[src/sv/spq_pkg.sv]
// Shared constants, types and a helper function of the sorted priority queue.
package spq_pkg;

    // Store size and field widths.
    localparam int CAPACITY  = 16;
    localparam int PRIO_BITS = 8;
    localparam int ID_BITS   = 16;
    localparam int ADDR_BITS = (CAPACITY > 1) ? $clog2(CAPACITY) : 1;
    localparam int CNT_BITS  = $clog2(CAPACITY + 1);

    // Request codes.
    typedef enum logic {
        REQ_INSERT = 1'b0,
        REQ_REMOVE = 1'b1
    } t_req;

    // Result status codes.
    typedef enum logic [1:0] {
        ST_INSERTED     = 2'd0,
        ST_REMOVED      = 2'd1,
        ST_FULL_DROP    = 2'd2,
        ST_EMPTY_REMOVE = 2'd3
    } t_status;

    // One stored entry, priority on top.
    typedef struct packed {
        logic [PRIO_BITS-1:0] prio;
        logic [ID_BITS-1:0]   id;
    } t_entry;

    // Adds two positions modulo the store size; both operands are below CAPACITY.
    function automatic logic [ADDR_BITS-1:0] wrap_add(input logic [ADDR_BITS-1:0] a,
                                                      input logic [ADDR_BITS-1:0] b);
        logic [ADDR_BITS:0] sum;
        sum = {1'b0, a} + {1'b0, b};
        if (sum >= (ADDR_BITS + 1)'(CAPACITY)) begin
            sum = sum - (ADDR_BITS + 1)'(CAPACITY);
        end
        return sum[ADDR_BITS-1:0];
    endfunction

endpackage

[src/sv/spq_if.sv]
// Request and response channel interfaces of the sorted priority queue.
interface spq_req_if;
    logic                          valid;
    logic                          ready;
    logic                          req_type;
    logic [spq_pkg::PRIO_BITS-1:0] priority_req;
    logic [spq_pkg::ID_BITS-1:0]   item_id;

    modport source (output valid, output req_type, output priority_req, output item_id,
                    input ready);
    modport sink (input valid, input req_type, input priority_req, input item_id,
                  output ready);
endinterface

interface spq_rsp_if;
    logic                          valid;
    logic                          ready;
    logic [1:0]                    status;
    logic [spq_pkg::ID_BITS-1:0]   out_id;
    logic [spq_pkg::PRIO_BITS-1:0] out_priority;
    logic                          is_empty;
    logic                          is_full;

    modport source (output valid, output status, output out_id, output out_priority,
                    output is_empty, output is_full, input ready);
    modport sink (input valid, input status, input out_id, input out_priority,
                  input is_empty, input is_full, output ready);
endinterface

[src/sv/sorted_priority_queue_core.sv]
// Top level of the sorted priority queue: request sequencer around the entry memory.
//
// The queue holds up to CAPACITY entries in a circular buffer in one memory, front
// entry at the head pointer, sorted by falling priority with equal priorities kept in
// arrival order. A remove reads the front entry and advances the head. An insert walks
// back from the tail, moving each entry of lower priority one place on, one entry per
// cycle through the memory's single write port. An insert into an empty store, a
// dropped insert on a full store and a remove on an empty store need no memory read.
// One request is in work at a time; the finished result sits in an output register,
// and a stalled response holds the next result back until that register is taken.
// No clearing pass is needed after reset.
module sorted_priority_queue_core (
    input  logic      i_clk,
    input  logic      i_rst_n,
    spq_req_if.sink   i_req,
    spq_rsp_if.source o_rsp
);

    // Sequencer states.
    typedef enum logic [4:0] {
        S_IDLE  = 5'b00001,
        S_SCAN  = 5'b00010,
        S_PLACE = 5'b00100,
        S_POP   = 5'b01000,
        S_DONE  = 5'b10000
    } t_state;

    t_state                          r_state, n_state;
    logic [spq_pkg::ADDR_BITS-1:0]   r_head, n_head;
    logic [spq_pkg::CNT_BITS-1:0]    r_count, n_count;
    logic [spq_pkg::ADDR_BITS-1:0]   r_j, n_j;
    spq_pkg::t_entry                 r_new, n_new;
    spq_pkg::t_status                r_status, n_status;
    spq_pkg::t_entry                 r_taken, n_taken;

    spq_pkg::t_status                r_out_status, n_out_status;
    spq_pkg::t_entry                 r_out_entry, n_out_entry;
    logic                            r_out_valid, n_out_valid;
    logic                            r_out_empty, n_out_empty;
    logic                            r_out_full, n_out_full;

    logic                            mem_we;
    logic [spq_pkg::ADDR_BITS-1:0]   mem_waddr;
    spq_pkg::t_entry                 mem_wdata;
    logic [spq_pkg::ADDR_BITS-1:0]   mem_raddr;
    spq_pkg::t_entry                 mem_rdata;

    // Entry memory.
    spq_ram #(
        .DEPTH (spq_pkg::CAPACITY),
        .WIDTH ($bits(spq_pkg::t_entry))
    ) u_ram (
        .i_clk   (i_clk),
        .i_we    (mem_we),
        .i_waddr (mem_waddr),
        .i_wdata (mem_wdata),
        .i_raddr (mem_raddr),
        .o_rdata (mem_rdata)
    );

    assign i_req.ready        = (r_state == S_IDLE);
    assign o_rsp.valid        = r_out_valid;
    assign o_rsp.status       = r_out_status;
    assign o_rsp.out_id       = r_out_entry.id;
    assign o_rsp.out_priority = r_out_entry.prio;
    assign o_rsp.is_empty     = r_out_empty;
    assign o_rsp.is_full      = r_out_full;

    // Request sequencing and memory access.
    always_comb begin
        n_state      = r_state;
        n_head       = r_head;
        n_count      = r_count;
        n_j          = r_j;
        n_new        = r_new;
        n_status     = r_status;
        n_taken      = r_taken;
        n_out_status = r_out_status;
        n_out_entry  = r_out_entry;
        n_out_empty  = r_out_empty;
        n_out_full   = r_out_full;
        n_out_valid  = r_out_valid && !o_rsp.ready;
        mem_we       = 1'b0;
        mem_waddr    = r_head;
        mem_wdata    = r_new;
        mem_raddr    = r_head;

        case (r_state)
            S_IDLE: begin
                if (i_req.valid) begin
                    n_new.prio = i_req.priority_req;
                    n_new.id   = i_req.item_id;
                    n_taken    = '0;
                    if (i_req.req_type == spq_pkg::REQ_INSERT) begin
                        if (r_count == spq_pkg::CNT_BITS'(spq_pkg::CAPACITY)) begin
                            n_status = spq_pkg::ST_FULL_DROP;
                            n_state  = S_DONE;
                        end else if (r_count == '0) begin
                            // Empty store: the new entry becomes the front at once.
                            mem_we         = 1'b1;
                            mem_wdata.prio = i_req.priority_req;
                            mem_wdata.id   = i_req.item_id;
                            n_count        = r_count + spq_pkg::CNT_BITS'(1);
                            n_status       = spq_pkg::ST_INSERTED;
                            n_state        = S_DONE;
                        end else begin
                            // Start the walk at the tail entry.
                            n_j       = spq_pkg::ADDR_BITS'(r_count - spq_pkg::CNT_BITS'(1));
                            mem_raddr = spq_pkg::wrap_add(r_head, n_j);
                            n_state   = S_SCAN;
                        end
                    end else begin
                        if (r_count == '0) begin
                            n_status = spq_pkg::ST_EMPTY_REMOVE;
                            n_state  = S_DONE;
                        end else begin
                            mem_raddr = r_head;
                            n_state   = S_POP;
                        end
                    end
                end
            end

            S_SCAN: begin
                mem_we    = 1'b1;
                mem_waddr = spq_pkg::wrap_add(r_head, r_j + spq_pkg::ADDR_BITS'(1));
                if (mem_rdata.prio < r_new.prio) begin
                    // Lower priority: move it one place back and look further forward.
                    mem_wdata = mem_rdata;
                    if (r_j == '0) begin
                        n_state = S_PLACE;
                    end else begin
                        n_j       = r_j - spq_pkg::ADDR_BITS'(1);
                        mem_raddr = spq_pkg::wrap_add(r_head, n_j);
                    end
                end else begin
                    // Equal or higher priority: the new entry goes right behind it.
                    mem_wdata = r_new;
                    n_count   = r_count + spq_pkg::CNT_BITS'(1);
                    n_status  = spq_pkg::ST_INSERTED;
                    n_state   = S_DONE;
                end
            end

            S_PLACE: begin
                // Every stored entry had lower priority, so the new one is the front.
                mem_we    = 1'b1;
                mem_waddr = r_head;
                mem_wdata = r_new;
                n_count   = r_count + spq_pkg::CNT_BITS'(1);
                n_status  = spq_pkg::ST_INSERTED;
                n_state   = S_DONE;
            end

            S_POP: begin
                n_taken  = mem_rdata;
                n_head   = spq_pkg::wrap_add(r_head, spq_pkg::ADDR_BITS'(1));
                n_count  = r_count - spq_pkg::CNT_BITS'(1);
                n_status = spq_pkg::ST_REMOVED;
                n_state  = S_DONE;
            end

            S_DONE: begin
                // Hand the result to the output register once it is free.
                if (!r_out_valid || o_rsp.ready) begin
                    n_out_valid  = 1'b1;
                    n_out_status = r_status;
                    n_out_entry  = r_taken;
                    n_out_empty  = (r_count == '0);
                    n_out_full   = (r_count == spq_pkg::CNT_BITS'(spq_pkg::CAPACITY));
                    n_state      = S_IDLE;
                end
            end

            default: begin
                n_state = S_IDLE;
            end
        endcase
    end

    // Control state.
    always_ff @(posedge i_clk) begin
        if (!i_rst_n) begin
            r_state     <= S_IDLE;
            r_head      <= '0;
            r_count     <= '0;
            r_out_valid <= 1'b0;
        end else begin
            r_state     <= n_state;
            r_head      <= n_head;
            r_count     <= n_count;
            r_out_valid <= n_out_valid;
        end
    end

    // Payload registers.
    always_ff @(posedge i_clk) begin
        r_j          <= n_j;
        r_new        <= n_new;
        r_status     <= n_status;
        r_taken      <= n_taken;
        r_out_status <= n_out_status;
        r_out_entry  <= n_out_entry;
        r_out_empty  <= n_out_empty;
        r_out_full   <= n_out_full;
    end

endmodule

[src/sv/spq_ram.sv]
// Simple dual-port entry memory with one write port and a registered read port.
module spq_ram #(
    parameter int DEPTH = 16,
    parameter int WIDTH = 24
) (
    input  logic                     i_clk,
    input  logic                     i_we,
    input  logic [$clog2(DEPTH)-1:0] i_waddr,
    input  logic [WIDTH-1:0]         i_wdata,
    input  logic [$clog2(DEPTH)-1:0] i_raddr,
    output logic [WIDTH-1:0]         o_rdata
);

    logic [WIDTH-1:0] r_mem [DEPTH];

    // Write port.
    always_ff @(posedge i_clk) begin
        if (i_we) begin
            r_mem[i_waddr] <= i_wdata;
        end
    end

    // Read port, registered.
    always_ff @(posedge i_clk) begin
        o_rdata <= r_mem[i_raddr];
    end

endmodule
[src/flat_wrapper.sv]
// flat-port wrapper written by rule: the top's interface ports become plain ports
module sorted_priority_queue_core_flat 
  (i_clk, i_rst_n, i_req_valid, i_req_req_type, i_req_priority_req, i_req_item_id, i_req_ready, o_rsp_valid, o_rsp_status, o_rsp_out_id, o_rsp_out_priority, o_rsp_is_empty, o_rsp_is_full, o_rsp_ready);
  spq_req_if i_req_i ();
  spq_rsp_if o_rsp_i ();
  input  logic i_clk;
  input  logic i_rst_n;
  input wire logic [$bits(i_req_i.valid)-1:0] i_req_valid;
  input wire logic [$bits(i_req_i.req_type)-1:0] i_req_req_type;
  input wire logic [$bits(i_req_i.priority_req)-1:0] i_req_priority_req;
  input wire logic [$bits(i_req_i.item_id)-1:0] i_req_item_id;
  output wire logic [$bits(i_req_i.ready)-1:0] i_req_ready;
  output wire logic [$bits(o_rsp_i.valid)-1:0] o_rsp_valid;
  output wire logic [$bits(o_rsp_i.status)-1:0] o_rsp_status;
  output wire logic [$bits(o_rsp_i.out_id)-1:0] o_rsp_out_id;
  output wire logic [$bits(o_rsp_i.out_priority)-1:0] o_rsp_out_priority;
  output wire logic [$bits(o_rsp_i.is_empty)-1:0] o_rsp_is_empty;
  output wire logic [$bits(o_rsp_i.is_full)-1:0] o_rsp_is_full;
  input wire logic [$bits(o_rsp_i.ready)-1:0] o_rsp_ready;
  assign i_req_i.valid = i_req_valid;
  assign i_req_i.req_type = i_req_req_type;
  assign i_req_i.priority_req = i_req_priority_req;
  assign i_req_i.item_id = i_req_item_id;
  assign i_req_ready = i_req_i.ready;
  assign o_rsp_valid = o_rsp_i.valid;
  assign o_rsp_status = o_rsp_i.status;
  assign o_rsp_out_id = o_rsp_i.out_id;
  assign o_rsp_out_priority = o_rsp_i.out_priority;
  assign o_rsp_is_empty = o_rsp_i.is_empty;
  assign o_rsp_is_full = o_rsp_i.is_full;
  assign o_rsp_i.ready = o_rsp_ready;
  sorted_priority_queue_core u_core (.i_clk(i_clk), .i_rst_n(i_rst_n), .i_req(i_req_i), .o_rsp(o_rsp_i));
endmodule
[config.mk]
export PLATFORM = sky130hd
export DESIGN_NAME = sorted_priority_queue_core_flat
export DESIGN_NICKNAME = d
export VERILOG_FILES = /design/src/sv/spq_pkg.sv /design/src/sv/spq_if.sv /design/src/sv/sorted_priority_queue_core.sv /design/src/sv/spq_ram.sv /design/src/flat_wrapper.sv
export SDC_FILE = /design/constraint.sdc
export NUM_CORES = 1
export LEC_CHECK = 0
export BUFFER_PORTS_ARGS = -buffer_cell sky130_fd_sc_hd__buf_2
export CORE_AREA = 2 2 187 189
export CTS_CLUSTER_DIAMETER = 60
export CTS_CLUSTER_SIZE = 8
export DETAILED_ROUTE_END_ITERATION = 10
export DIE_AREA = 0 0 189 191
export HOLD_SLACK_MARGIN = 0.12
export MAX_ROUTING_LAYER = met4
export PLACE_DENSITY = 0.77
export SETUP_SLACK_MARGIN = 0.1
export SYNTH_ARGS = -nofsm -noshare
export SYNTH_HDL_FRONTEND = slang
export SYNTH_SLANG_ARGS = --single-unit
[constraint.sdc]
create_clock -name i_clk -period 9.3 [get_ports i_clk]
set_clock_uncertainty 0.05 [all_clocks]
set_input_delay 1.395 -clock i_clk [delete_from_list [all_inputs] [get_ports i_clk]]
set_output_delay 1.395 -clock i_clk [all_outputs]
set_load 0.005 [all_outputs]
Word-level counts from Yosys, hierarchy flattened
Memories as Yosys holds them, arrays and structs flattened. A register that Yosys moved wholly into a read port is not among the register bits.
Index checks and enable logic that the tools add are counted.
{ "word_totals": {"regBits": 97, "mem_bits_rw": 384, "inputBits": 29, "output_inout_bits": 30, "elab_cells": 127, "memories": 1} }
{ "memory_table": {"columns": ["name", "depth", "word_bits", "rd", "rd_ports_with_merged_regs", "wr", "line_no", "source"], "rows": [
  ["u_core.u_ram.r_mem", 16, 24, 1, 1, 1, "spq_ram.sv:14", "logic [WIDTH-1:0] r_mem [DEPTH];"]
]} }
{ "op_classes": {"addsub": 12, "n_lt_le_gt_ge": 5, "n_eq_ne": 18, "muxes": 58, "reduce_logical": 18} }
{ "ops": {"columns": ["cell", "count"], "rows": [
  ["24-bit two-way mux", 6],
  ["24-bit case mux with 2 select lines", 2],
  ["4-bit two-way mux", 17],
  ["5-bit two-way mux", 13],
  ["5-bit case mux with 4 select lines", 2],
  ["5-bit >= comparator, second input constant", 4],
  ["4-bit by 1-bit subtractor with 4-bit output, second input constant", 5],
  ["4-bit case mux with 2 select lines", 2],
  ["4-bit by 4-bit adder with 5-bit output", 3],
  ["2-bit two-way mux", 6],
  ["2-bit != test, second input constant", 6],
  ["5-bit equality test, second input constant", 2],
  ["8-bit less-than comparator", 1],
  ["1-bit two-way mux", 8],
  ["2-bit case mux with 4 select lines", 1],
  ["7-bit AND reduction", 1],
  ["2-bit by 1-bit != test with 1-bit output, second input constant", 3],
  ["2-bit AND reduction", 3],
  ["6-bit AND reduction", 1],
  ["4-bit by 1-bit adder with 5-bit output, second input constant", 1],
  ["5-bit by 1-bit adder with 5-bit output, second input constant", 1],
  ["5-bit by 1-bit equality test with 1-bit output, second input constant", 1],
  ["5-bit by 2-bit equality test with 1-bit output, second input constant", 1],
  ["5-bit by 3-bit equality test with 1-bit output, second input constant", 1],
  ["17 further kinds", 20]
]} }

Longest topological paths before layout
Gate-level depths: netlist of run 1.
{ "depth": {"ltp_word": 9, "depth_mapped": 14, "ltp_nobuf": 12} }

Modules after synthesis
Synthesis of run 1 repeated with hierarchy kept, for this count alone.
{ "unflattened": {"hier_cells": 1007, "hier_area_um2": 19586.3} }
{ "by_module_without_submodules": {"columns": ["mod", "n_inst", "cells_each", "area_per_inst_um2"], "rows": [
  ["spq_ram", 1, 636, 14930.6],
  ["sorted_priority_queue_core", 1, 371, 4655.7]
]} }

Worst setup path after synthesis of run 1
Ideal clock, no wire load.
{ "synth_path": {"path_kind": "input to register", "from": "input i_req_valid", "to": "memory u_core.u_ram.r_mem[2][0] (enable)", "setup_ps": 405, "t_arrival_ps": 3245, "slack_ps": 5600, "stages": 6, "n_path_buf": 0, "path_cell_list": "nor2b_1 nand2_1 o21ai_0 nor2b_1 nand2_1 nor2_1"} }
{ "synth_between": {"elab_chain_len": 4} }
{ "synth_rtl": {"columns": ["item", "line_no", "source"], "rows": [
  ["start, declared", "flat_wrapper.sv:8", "input wire logic [$bits(i_req_i.valid)-1:0] i_req_valid;"],
  ["1-bit two-way mux", "sorted_priority_queue_core.sv:90", "if (i_req.valid) begin"],
  ["1-bit case mux with 2 select lines", "sorted_priority_queue_core.sv:88", "case (r_state)"],
  ["1-bit two-way mux", "spq_ram.sv:18", "if (i_we) begin"],
  ["1-bit two-way mux (not written as such)", "spq_ram.sv:19", "r_mem[i_waddr] <= i_wdata;"],
  ["end, declared", "spq_ram.sv:14", null]
]} }
No other way between the ends.

Worst setup path after layout of run 1
{ "layout_path": {"from": "register u_core.r_j[0] in the netlist's numbering", "to": "register u_core.u_ram.o_rdata[2], read port of u_core.u_ram.r_mem"} }
{ "layout_between": {"elab_chain_len": 7, "word_cells_on_any_way": 9, "classes_between": "add/sub: 3; order compare: 1; mux: 4; reduce/logical: 1"} }
{ "layout_rtl": {"columns": ["item", "line_no", "source"], "rows": [
  ["start, declared", "sorted_priority_queue_core.sv:31", "logic [spq_pkg::ADDR_BITS-1:0] r_j, n_j;"],
  ["start signal, assigned", "sorted_priority_queue_core.sv:198", "r_j <= n_j;"],
  ["4-bit by 1-bit subtractor with 4-bit output", "sorted_priority_queue_core.sv:133", "n_j = r_j - spq_pkg::ADDR_BITS'(1);"],
  ["4-bit by 4-bit adder with 5-bit output", "spq_pkg.sv:35", "sum = {1'b0, a} + {1'b0, b};"],
  ["4-bit by 1-bit subtractor with 4-bit output / 5-bit >= comparator (equally long branches)", "spq_pkg.sv:37, spq_pkg.sv:36", null],
  ["4-bit two-way mux", "spq_pkg.sv:36", "if (sum >= (ADDR_BITS + 1)'(CAPACITY)) begin"],
  ["4-bit two-way mux *", "sorted_priority_queue_core.sv:130", "if (r_j == '0) begin"],
  ["4-bit two-way mux *", "sorted_priority_queue_core.sv:127", "if (mem_rdata.prio < r_new.prio) begin"],
  ["4-bit case mux with 2 select lines *", "sorted_priority_queue_core.sv:88", null],
  ["end, declared", "spq_ram.sv:11", "output logic [WIDTH-1:0] o_rdata"]
]} }
Every way passes the cells marked *; elsewhere a longest branch is shown, timed or not.
A chain may end at the register's enable or synchronous reset.

==> qor.yml, run 1 <==
clocking:
  clock_latency_ns: 0.57
  cts.clk_slew.worst_paths_ns: 0.06
  clockBufferDepth: 3
  cts-root-buf: "clkbuf_16"
  ctsResizeCount: 0
  cts.sinks: 505
  cts-htree-levels: 3
  holdBufCountCts: 0
  post_cts_buffers: 0
  cts_tree: "built"
  cts_buffers: 73
synth:
  syn_inst: 1459
  ys_async_sr_fraction: 0
  synth.distinct_cells: 63
  synthAdderAreaFrac: 0.0159
  yosys_warnings: 0
  synthSimpleGateAreaFrac: 0.116
  synth_top_family_by_area: "simple AND/OR/NAND/NOR gates"
  synth_seq_area_share: 0.729
  netlist.area_leader.share: 0.690
  synth_mux_area_frac: 0.0400
  synth_area_leaders: "edfxtp_1 (69%), nand2_1 (5.8%), mux2i_1 (3.9%)"
  synth_area_per_cell_um2: 13.9
  synth_compound_area_frac: 0.0631
  syn_area_um2: 20300
  ys_seq_elements: 505
  synth_top_cell_by_area: "edfxtp_1"
  synth_ff_type: "edfxtp_1"
  syn_nets: 1512
  synthXorXnorAreaFrac: 0.00864
  synth_edf_count: 466
placement:
  gp_congestion: 0.861
  dpl.hpwl_um: 25600
  port_buffers: 58
  postPlaceCellArea_um2: 21100
pwr:
  p_sw_frac: 0.289
  ir_drop_uv: 186
  power_density_nw_per_um2: 296
  intPower_mw: 4.88
  p_switching_mw: 1.98
  seq_power_share: 0.462
  p_leak_nw: 8.23
  clkPwrFrac: 0.353
  power_frac_comb: 0.185
layout:
  nNetsFinal: 1593
  final_common_cell: "edfxtp_1"
  drive_gt1_frac: 0.126
  syn_to_final_growth_pct: 14.3
  final_cell_area_um2: 23200
  most-common-layout-cells: "edfxtp_1 (466), nand2_1 (313), nand3_1 (124)"
critical_path:
  crit_chain: "inv_1 -> ha_1 -> fa_1 -> or2_2 -> a2111o_1 -> o2111ai_4 -> buf_4 -> buf_4 -> mux2i_1 -> mux2i_1 -> a32oi_1 -> o311ai_1"
  arrival_ns: 5.04
  setup.worst_path.end: "u_core.u_ram.o_rdata[2]$_DFF_P_"
  cp_max_fo: 74
  cp_slowest_stage_delay_ns: 0.83
  crit_family: "buffers and inverters"
  crit_type: "flop to flop"
  cpMaxStageDelayCell: "buf_4"
  ff2ff_path_depth: 12
  startpoint: "u_core.r_j[0]$_DFFE_PP_"
  critPathBufInv: 3
  reg2reg_to: "u_core.u_ram.o_rdata[2]$_DFF_P_"
  endpoint_kind: "flop"
  required_ns: 9.65
  worst_setup_path_start_kind: "flop"
  regToRegStartpoint: "u_core.r_j[0]$_DFFE_PP_"
  reg2reg_setup_slack_ns: 4.61
  path_depth: 12
global_routing:
  gr-total-overflow: 0
  grt_first_pass_wirelength_um: 73400
  antenna_found_initial: 3
  grt_pass1_vias: 12600
  grt_start_max_net_pins: 75
  track_usage: 0.280
timing:
  drv_slew: 0
  finalSetupViolCount: 0
  tightest_slew_ns: 1.14
  slew_headroom: 0.236
  min_period_ns: 4.69
  fin_setup_tns_ns: 0
  rsz0062_at_grt: "false"
  fmax_mhz: 213
  hold_violations: 0
  period_share: 0.504
routing:
  drt_first_pass_iters: 8
  post_drt_wl_per_cell_um: 24.0
  drc: 0
  drtIter0Drc: 2127
  vias_per_cell: 6.33
  drt_wl_total_um: 49200
  ant_nets: 0
  vias: 12900
floorplanning:
  initial_core_util: 0.594
  fp.dieW_um: 189
  die_area_um2: 36100
  num_rows: 68
  die_h_um: 191
  core_um2: 34100
  io_pins: 59
hold_path:
  hold_path.class: "flop to flop"
flow_run:
  maxCapViolations: 0
run_status:
  status: "completed"
-- power groups by stage --
stage	clock (mW)	combinational (mW)	sequential, mW
3_3_place_gp	0	1.17	3.18
2_1_floorplan	0	0.843	3.12
3_5_place_dp	0	1.23	3.19
5_1_grt	2.53	1.37	3.17
4_1_cts	2.43	1.24	3.16
6_report	2.42	1.27	3.17
-- state kept, by name, summed over array words and instances, names as in the netlist --
register	cells
u_core.u_ram.r_mem	384
u_core.r_new	24
u_core.r_taken	24
u_core.u_ram.o_rdata	24
u_core.o_rsp.out_id	16
u_core.o_rsp.out_priority	8
u_core.r_count	5
u_core.r_state	5
u_core.r_head	4
u_core.r_j	4
u_core.o_rsp.status	2
u_core.r_status	2
u_core.o_rsp.is_empty	1
u_core.o_rsp.is_full	1
u_core.o_rsp.valid	1
-- layout make-up --
type | instances | area, µm²
Clock buffer | 122 | 2070
Timing Repair Buffer | 87 | 508
Tap cell | 455 | 569
Antenna cell | 2 | 5.00
Inverter | 44 | 165
Multi-Input combinational cell | 829 | 5040
Fill cell | 2128 | 10900
Clock inverter | 3 | 33.8
Sequential cell | 505 | 14800
-- per-layer routing --
metal | vias to the layer above | routed length, µm | track usage
li1 | 5607 | - | -
met1 | 6258 | 18500 | 0.363
met2 | 932 | 23400 | 0.438
met3 | 151 | 5540 | 0.0556
met4 | 0 | 1690 | 0.120
met5 | - | 0 | -
-- stage by stage --
step / hold WS (ns) / instances / worst slack (ns) / util / total power, mW
3_3_place_gp: 0.351 / 1920 / 4.79 / 0.617 / 4.35
4_1_cts: 0.367 / 2045 / 4.65 / 0.679 / 6.84
2_1_floorplan: 0.350 / 1459 / 5.60 / - / 3.96
5_1_grt: 0.366 / 2047 / 4.41 / 0.679 / 7.08
6_report: 0.365 / 2047 / 4.61 / 0.679 / 6.86
3_5_place_dp: 0.355 / 1920 / 4.66 / 0.617 / 4.42
-- how the worst min path moves through the flow --
stage                                     startpoint                                     end  slack, ns  cells past startpoint
global placement    u_core.r_taken[14]$_SDFFCE_PN0P_       u_core.o_rsp.out_id[14]$_DFFE_PP_       0.35                      0
floorplan            u_core.r_taken[0]$_SDFFCE_PN0P_        u_core.o_rsp.out_id[0]$_DFFE_PP_       0.35                      0
finish               u_core.r_taken[1]$_SDFFCE_PN0P_        u_core.o_rsp.out_id[1]$_DFFE_PP_       0.36                      0
detailed placement  u_core.r_taken[18]$_SDFFCE_PN0P_  u_core.o_rsp.out_priority[2]$_DFFE_PP_       0.35                      0
CTS                  u_core.r_taken[1]$_SDFFCE_PN0P_        u_core.o_rsp.out_id[1]$_DFFE_PP_       0.37                      0
global route         u_core.r_taken[1]$_SDFFCE_PN0P_        u_core.o_rsp.out_id[1]$_DFFE_PP_       0.37                      0
-- synthesized netlist by cell type, types with 6 or more instances --
| master | count |
|---|---|
| edfxtp_1 | 466 |
| nand2_1 | 314 |
| nand3_1 | 124 |
| mux2i_1 | 80 |
| a21oi_1 | 59 |
| inv_1 | 44 |
| dfxtp_1 | 39 |
| clkbuf_1 | 37 |
| buf_2 | 30 |
| nor2_1 | 28 |
| and3_1 | 25 |
| a222oi_1 | 24 |
| a32oi_1 | 24 |
| o311ai_1 | 24 |
| ha_1 | 21 |
| xnor2_1 | 15 |
| buf_4 | 7 |
| nor3_1 | 7 |
| o21ai_0 | 7 |
| and2_1 | 6 |
-- cell families (layout without fill, tap and decap cells) --
logic type	count (synthesis)	after routing
and+or+nand+nor	535	535
buffers and inverters	125	256
adders and majority gates	24	24
AOI/OAI and AO/OA	169	169
xor gates and xnor gates	20	20
other	0	2
DFF	505	505
muxes	81	81
No activity file was read; power rests on OpenSTA's default activity.
==> run 2, diff against run 1 <==
--- a/config.mk
+++ b/config.mk
@@ -6,14 +6,14 @@
 export NUM_CORES = 1
 export LEC_CHECK = 0
 export BUFFER_PORTS_ARGS = -buffer_cell sky130_fd_sc_hd__buf_2
-export CORE_AREA = 2 2 187 189
+export CORE_AREA = 2 2 194 196
 export CTS_CLUSTER_DIAMETER = 60
 export CTS_CLUSTER_SIZE = 8
 export DETAILED_ROUTE_END_ITERATION = 10
-export DIE_AREA = 0 0 189 191
+export DIE_AREA = 0 0 196 198
 export HOLD_SLACK_MARGIN = 0.12
 export MAX_ROUTING_LAYER = met4
-export PLACE_DENSITY = 0.77
+export PLACE_DENSITY = 0.75
 export SETUP_SLACK_MARGIN = 0.1
 export SYNTH_ARGS = -nofsm -noshare
 export SYNTH_HDL_FRONTEND = slang
==> constraint.sdc (replaced) <==
create_clock -name i_clk -period 3.81 [get_ports i_clk]
set_clock_uncertainty 0.05 [all_clocks]
set_input_delay 0.5715 -clock i_clk [delete_from_list [all_inputs] [get_ports i_clk]]
set_output_delay 0.5715 -clock i_clk [all_outputs]
set_load 0.005 [all_outputs]
==> qor.yml, run 2 (synthesis results as in run 1) <==
placement:
  postPlaceCellArea_um2: 21500  # +2.2%
  dpl.hpwl_um: 27200  # +6.4%
  gp_congestion: 0.853  # -0.87%
  place_ws_ns: 0.245  # -4.41 ns
  port_buffers: 58  # unchanged
  dp_cells: 1982  # +3.2%
floorplanning:
  initial_core_util: 0.549  # -0.0456
  io_pins: 59  # unchanged
  num_rows: 71  # +4.4%
  die_h_um: 198  # +3.7%
  core_um2: 37000  # +8.3%
  fp.dieW_um: 196  # +3.7%
  die_area_um2: 38800  # +7.5%
pwr:
  power_frac_comb: 0.198  # +0.013
  seq_power_share: 0.454  # -0.008
  ir_drop_uv: 364  # +95%
  p_leak_nw: 8.57  # +4.1%
  clkPwrFrac: 0.349  # -0.004
  power_density_nw_per_um2: 715  # +140%
  p_sw_frac: 0.286  # -0.00229
  p_switching_mw: 4.87  # +150%
  total_power_mw: 17.0  # +150%
  intPower_mw: 12.1  # +150%
timing:
  min_period_ns: 3.60  # -1.10 ns
  hold_violations: 0  # unchanged
  slew_headroom: 0.484  # +0.248
  fmax_mhz: 278  # +30%
  drv_slew: 0  # unchanged
  fin_setup_tns_ns: 0  # unchanged
  period_share: 0.944  # +0.439
  finalSetupViolCount: 0  # unchanged
  setup_ws_ns: 0.214  # -4.39 ns
  rsz0062_at_grt: "false"
  tightest_slew_ns: 0.774  # -0.370 ns
critical_path:
  worst_setup_path_start_kind: "flop"
  regToRegStartpoint: "u_core.r_count[0]$_SDFFE_PN0P_"
  crit_type: "flop to flop"
  required_ns: 4.20  # -5.45 ns
  arrival_ns: 3.99  # -1.05 ns
  startpoint: "u_core.r_count[0]$_SDFFE_PN0P_"
  endpoint_kind: "flop"
  cp_max_fo: 13  # -82%
routing:
  drt_wl_total_um: 49300  # +0.27%
  drt_first_pass_iters: 7  # -1
  drtIter0Drc: 1774  # -17%
  drc: 0  # unchanged
  vias: 12800  # -0.76%
  vias_per_cell: 6.09  # -3.7%
  ant_nets: 0  # unchanged
  post_drt_wl_per_cell_um: 23.4  # -2.7%
global_routing:
  track_usage: 0.259  # -0.0211
  gr-total-overflow: 0  # unchanged
  grt_start_max_net_pins: 67  # -11%
  grt_pass1_vias: 12700  # +0.15%
  grt_first_pass_wirelength_um: 73100  # -0.38%
  antenna_found_initial: 0  # -3
clocking:
  clockBufferDepth: 3  # unchanged
  cts-root-buf: "clkbuf_16"
  cts.sinks: 505  # unchanged
  cts_buffers: 73  # unchanged
  holdBufCountCts: 0  # unchanged
  cts-htree-levels: 3  # unchanged
  cts.clk_slew.worst_paths_ns: 0.05  # about the same
  clock_latency_ns: 0.58  # about the same
  cts_tree: "built"
layout:
  fillers: 2506  # +18%
  finalNonFillerCells: 2110  # +3.1%
  largest_reg_flops: 384  # unchanged
  most-common-layout-cells: "edfxtp_1 (466), nand2_1 (314), nand3_1 (124)"
  drive_gt1_frac: 0.155  # +0.0288
  final_cell_area_um2: 23800  # +2.5%
  final_common_cell: "edfxtp_1"
  syn_to_final_growth_pct: 17.2
  num_antenna_cells: 0  # -2
  nNetsFinal: 1644  # +3.2%
  top_register: "u_core.u_ram.r_mem"
hold_path:
  hold_path.class: "input pin to flop"
  hp-start: "i_req_item_id[2]"
flow_run:
  maxCapViolations: 0  # unchanged
run_status:
  status: "completed"
## run 2: cell types whose count changed in the layout (fill, tap and decap cells not counted), moves of 2 or more
| cell | delta |
|---|---|
| clkbuf_8 | +2 |
| inv_16 | +2 |
| buf_12 | +9 |
| buf_6 | +2 |
| clkbuf_1 | -9 |
| buf_4 | +37 |
| diode_2 | -2 |
| clkbuf_16 | +2 |
## run 2: power by group through the flow
stage	combinational, mW	sequential [mW]	clock (mW)
2_1_floorplan	2.06	7.61	0
3_3_place_gp	3.11	7.75	0
3_5_place_dp	3.22	7.78	0
4_1_cts	3.26	7.69	6.00
5_1_grt	3.63	7.73	6.24
6_report	3.36	7.70	5.93
## run 2: worst paths after layout
| path | end | slack, ns | cells past startpoint |
|---|---|---|---|
| max | u_core.u_ram.o_rdata[11]$_DFF_P_ | 0.21 | 13 |
| min | u_core.r_new[2]$_DFFE_PP_ | 0.14 | 1 |
| max reg2reg | u_core.u_ram.o_rdata[11]$_DFF_P_ | 0.21 | 13 |
| min reg2reg | u_core.o_rsp.out_priority[5]$_DFFE_PP_ | 0.37 | 0 |
## run 2: repair_timing
| item | in CTS | in global routing |
|---|---|---|
| buffers inserted | 0 | 5 |
| gates resized for setup | 0 | 3 |
| setup endpoints to repair | 0 | 10 |
## run 2: layout make-up
cell class                      count  area [µm²]  area share
Tap cell                          474         593      0.0250
Clock buffer                      115        2070      0.0871
Timing Repair Buffer              138        1050      0.0443
Clock inverter                      5        70.1     0.00295
Multi-Input combinational cell    829        5030       0.212
Inverter                           44         165     0.00695
Sequential cell                   505       14800       0.622
## run 2: critical path, stage by stage, from the launching register on
cell and delay, ns:
dfxtp_1 0.47, inv_1 0.13, ha_1 0.40, inv_1 0.06
ha_1 0.26, a21o_1 0.16, a21oi_1 0.17, xnor2_1 0.14
nor2_1 0.08, o2111ai_1 0.32, and3b_1 0.51, buf_4 0.39
a32oi_1 0.17, o311ai_1 0.15
## run 2: per-stage QoR
stage | hold slack, ns | util
floorplan | 0.350 | -
global placement | 0.351 | 0.582
detailed placement | 0.355 | 0.582
CTS | 0.124 | 0.640
global route | 0.131 | 0.643
finish | 0.142 | 0.643
## run 2: layer usage
metal,share of wire,up-vias,routed length (µm),global-route usage
li1,-,5704,-,-
met1,0.39,6254,19100,0.332
met4,0.025,0,1220,0.0951
met2,0.48,785,23700,0.409
met3,0.11,106,5310,0.0600
met5,0,-,0,-
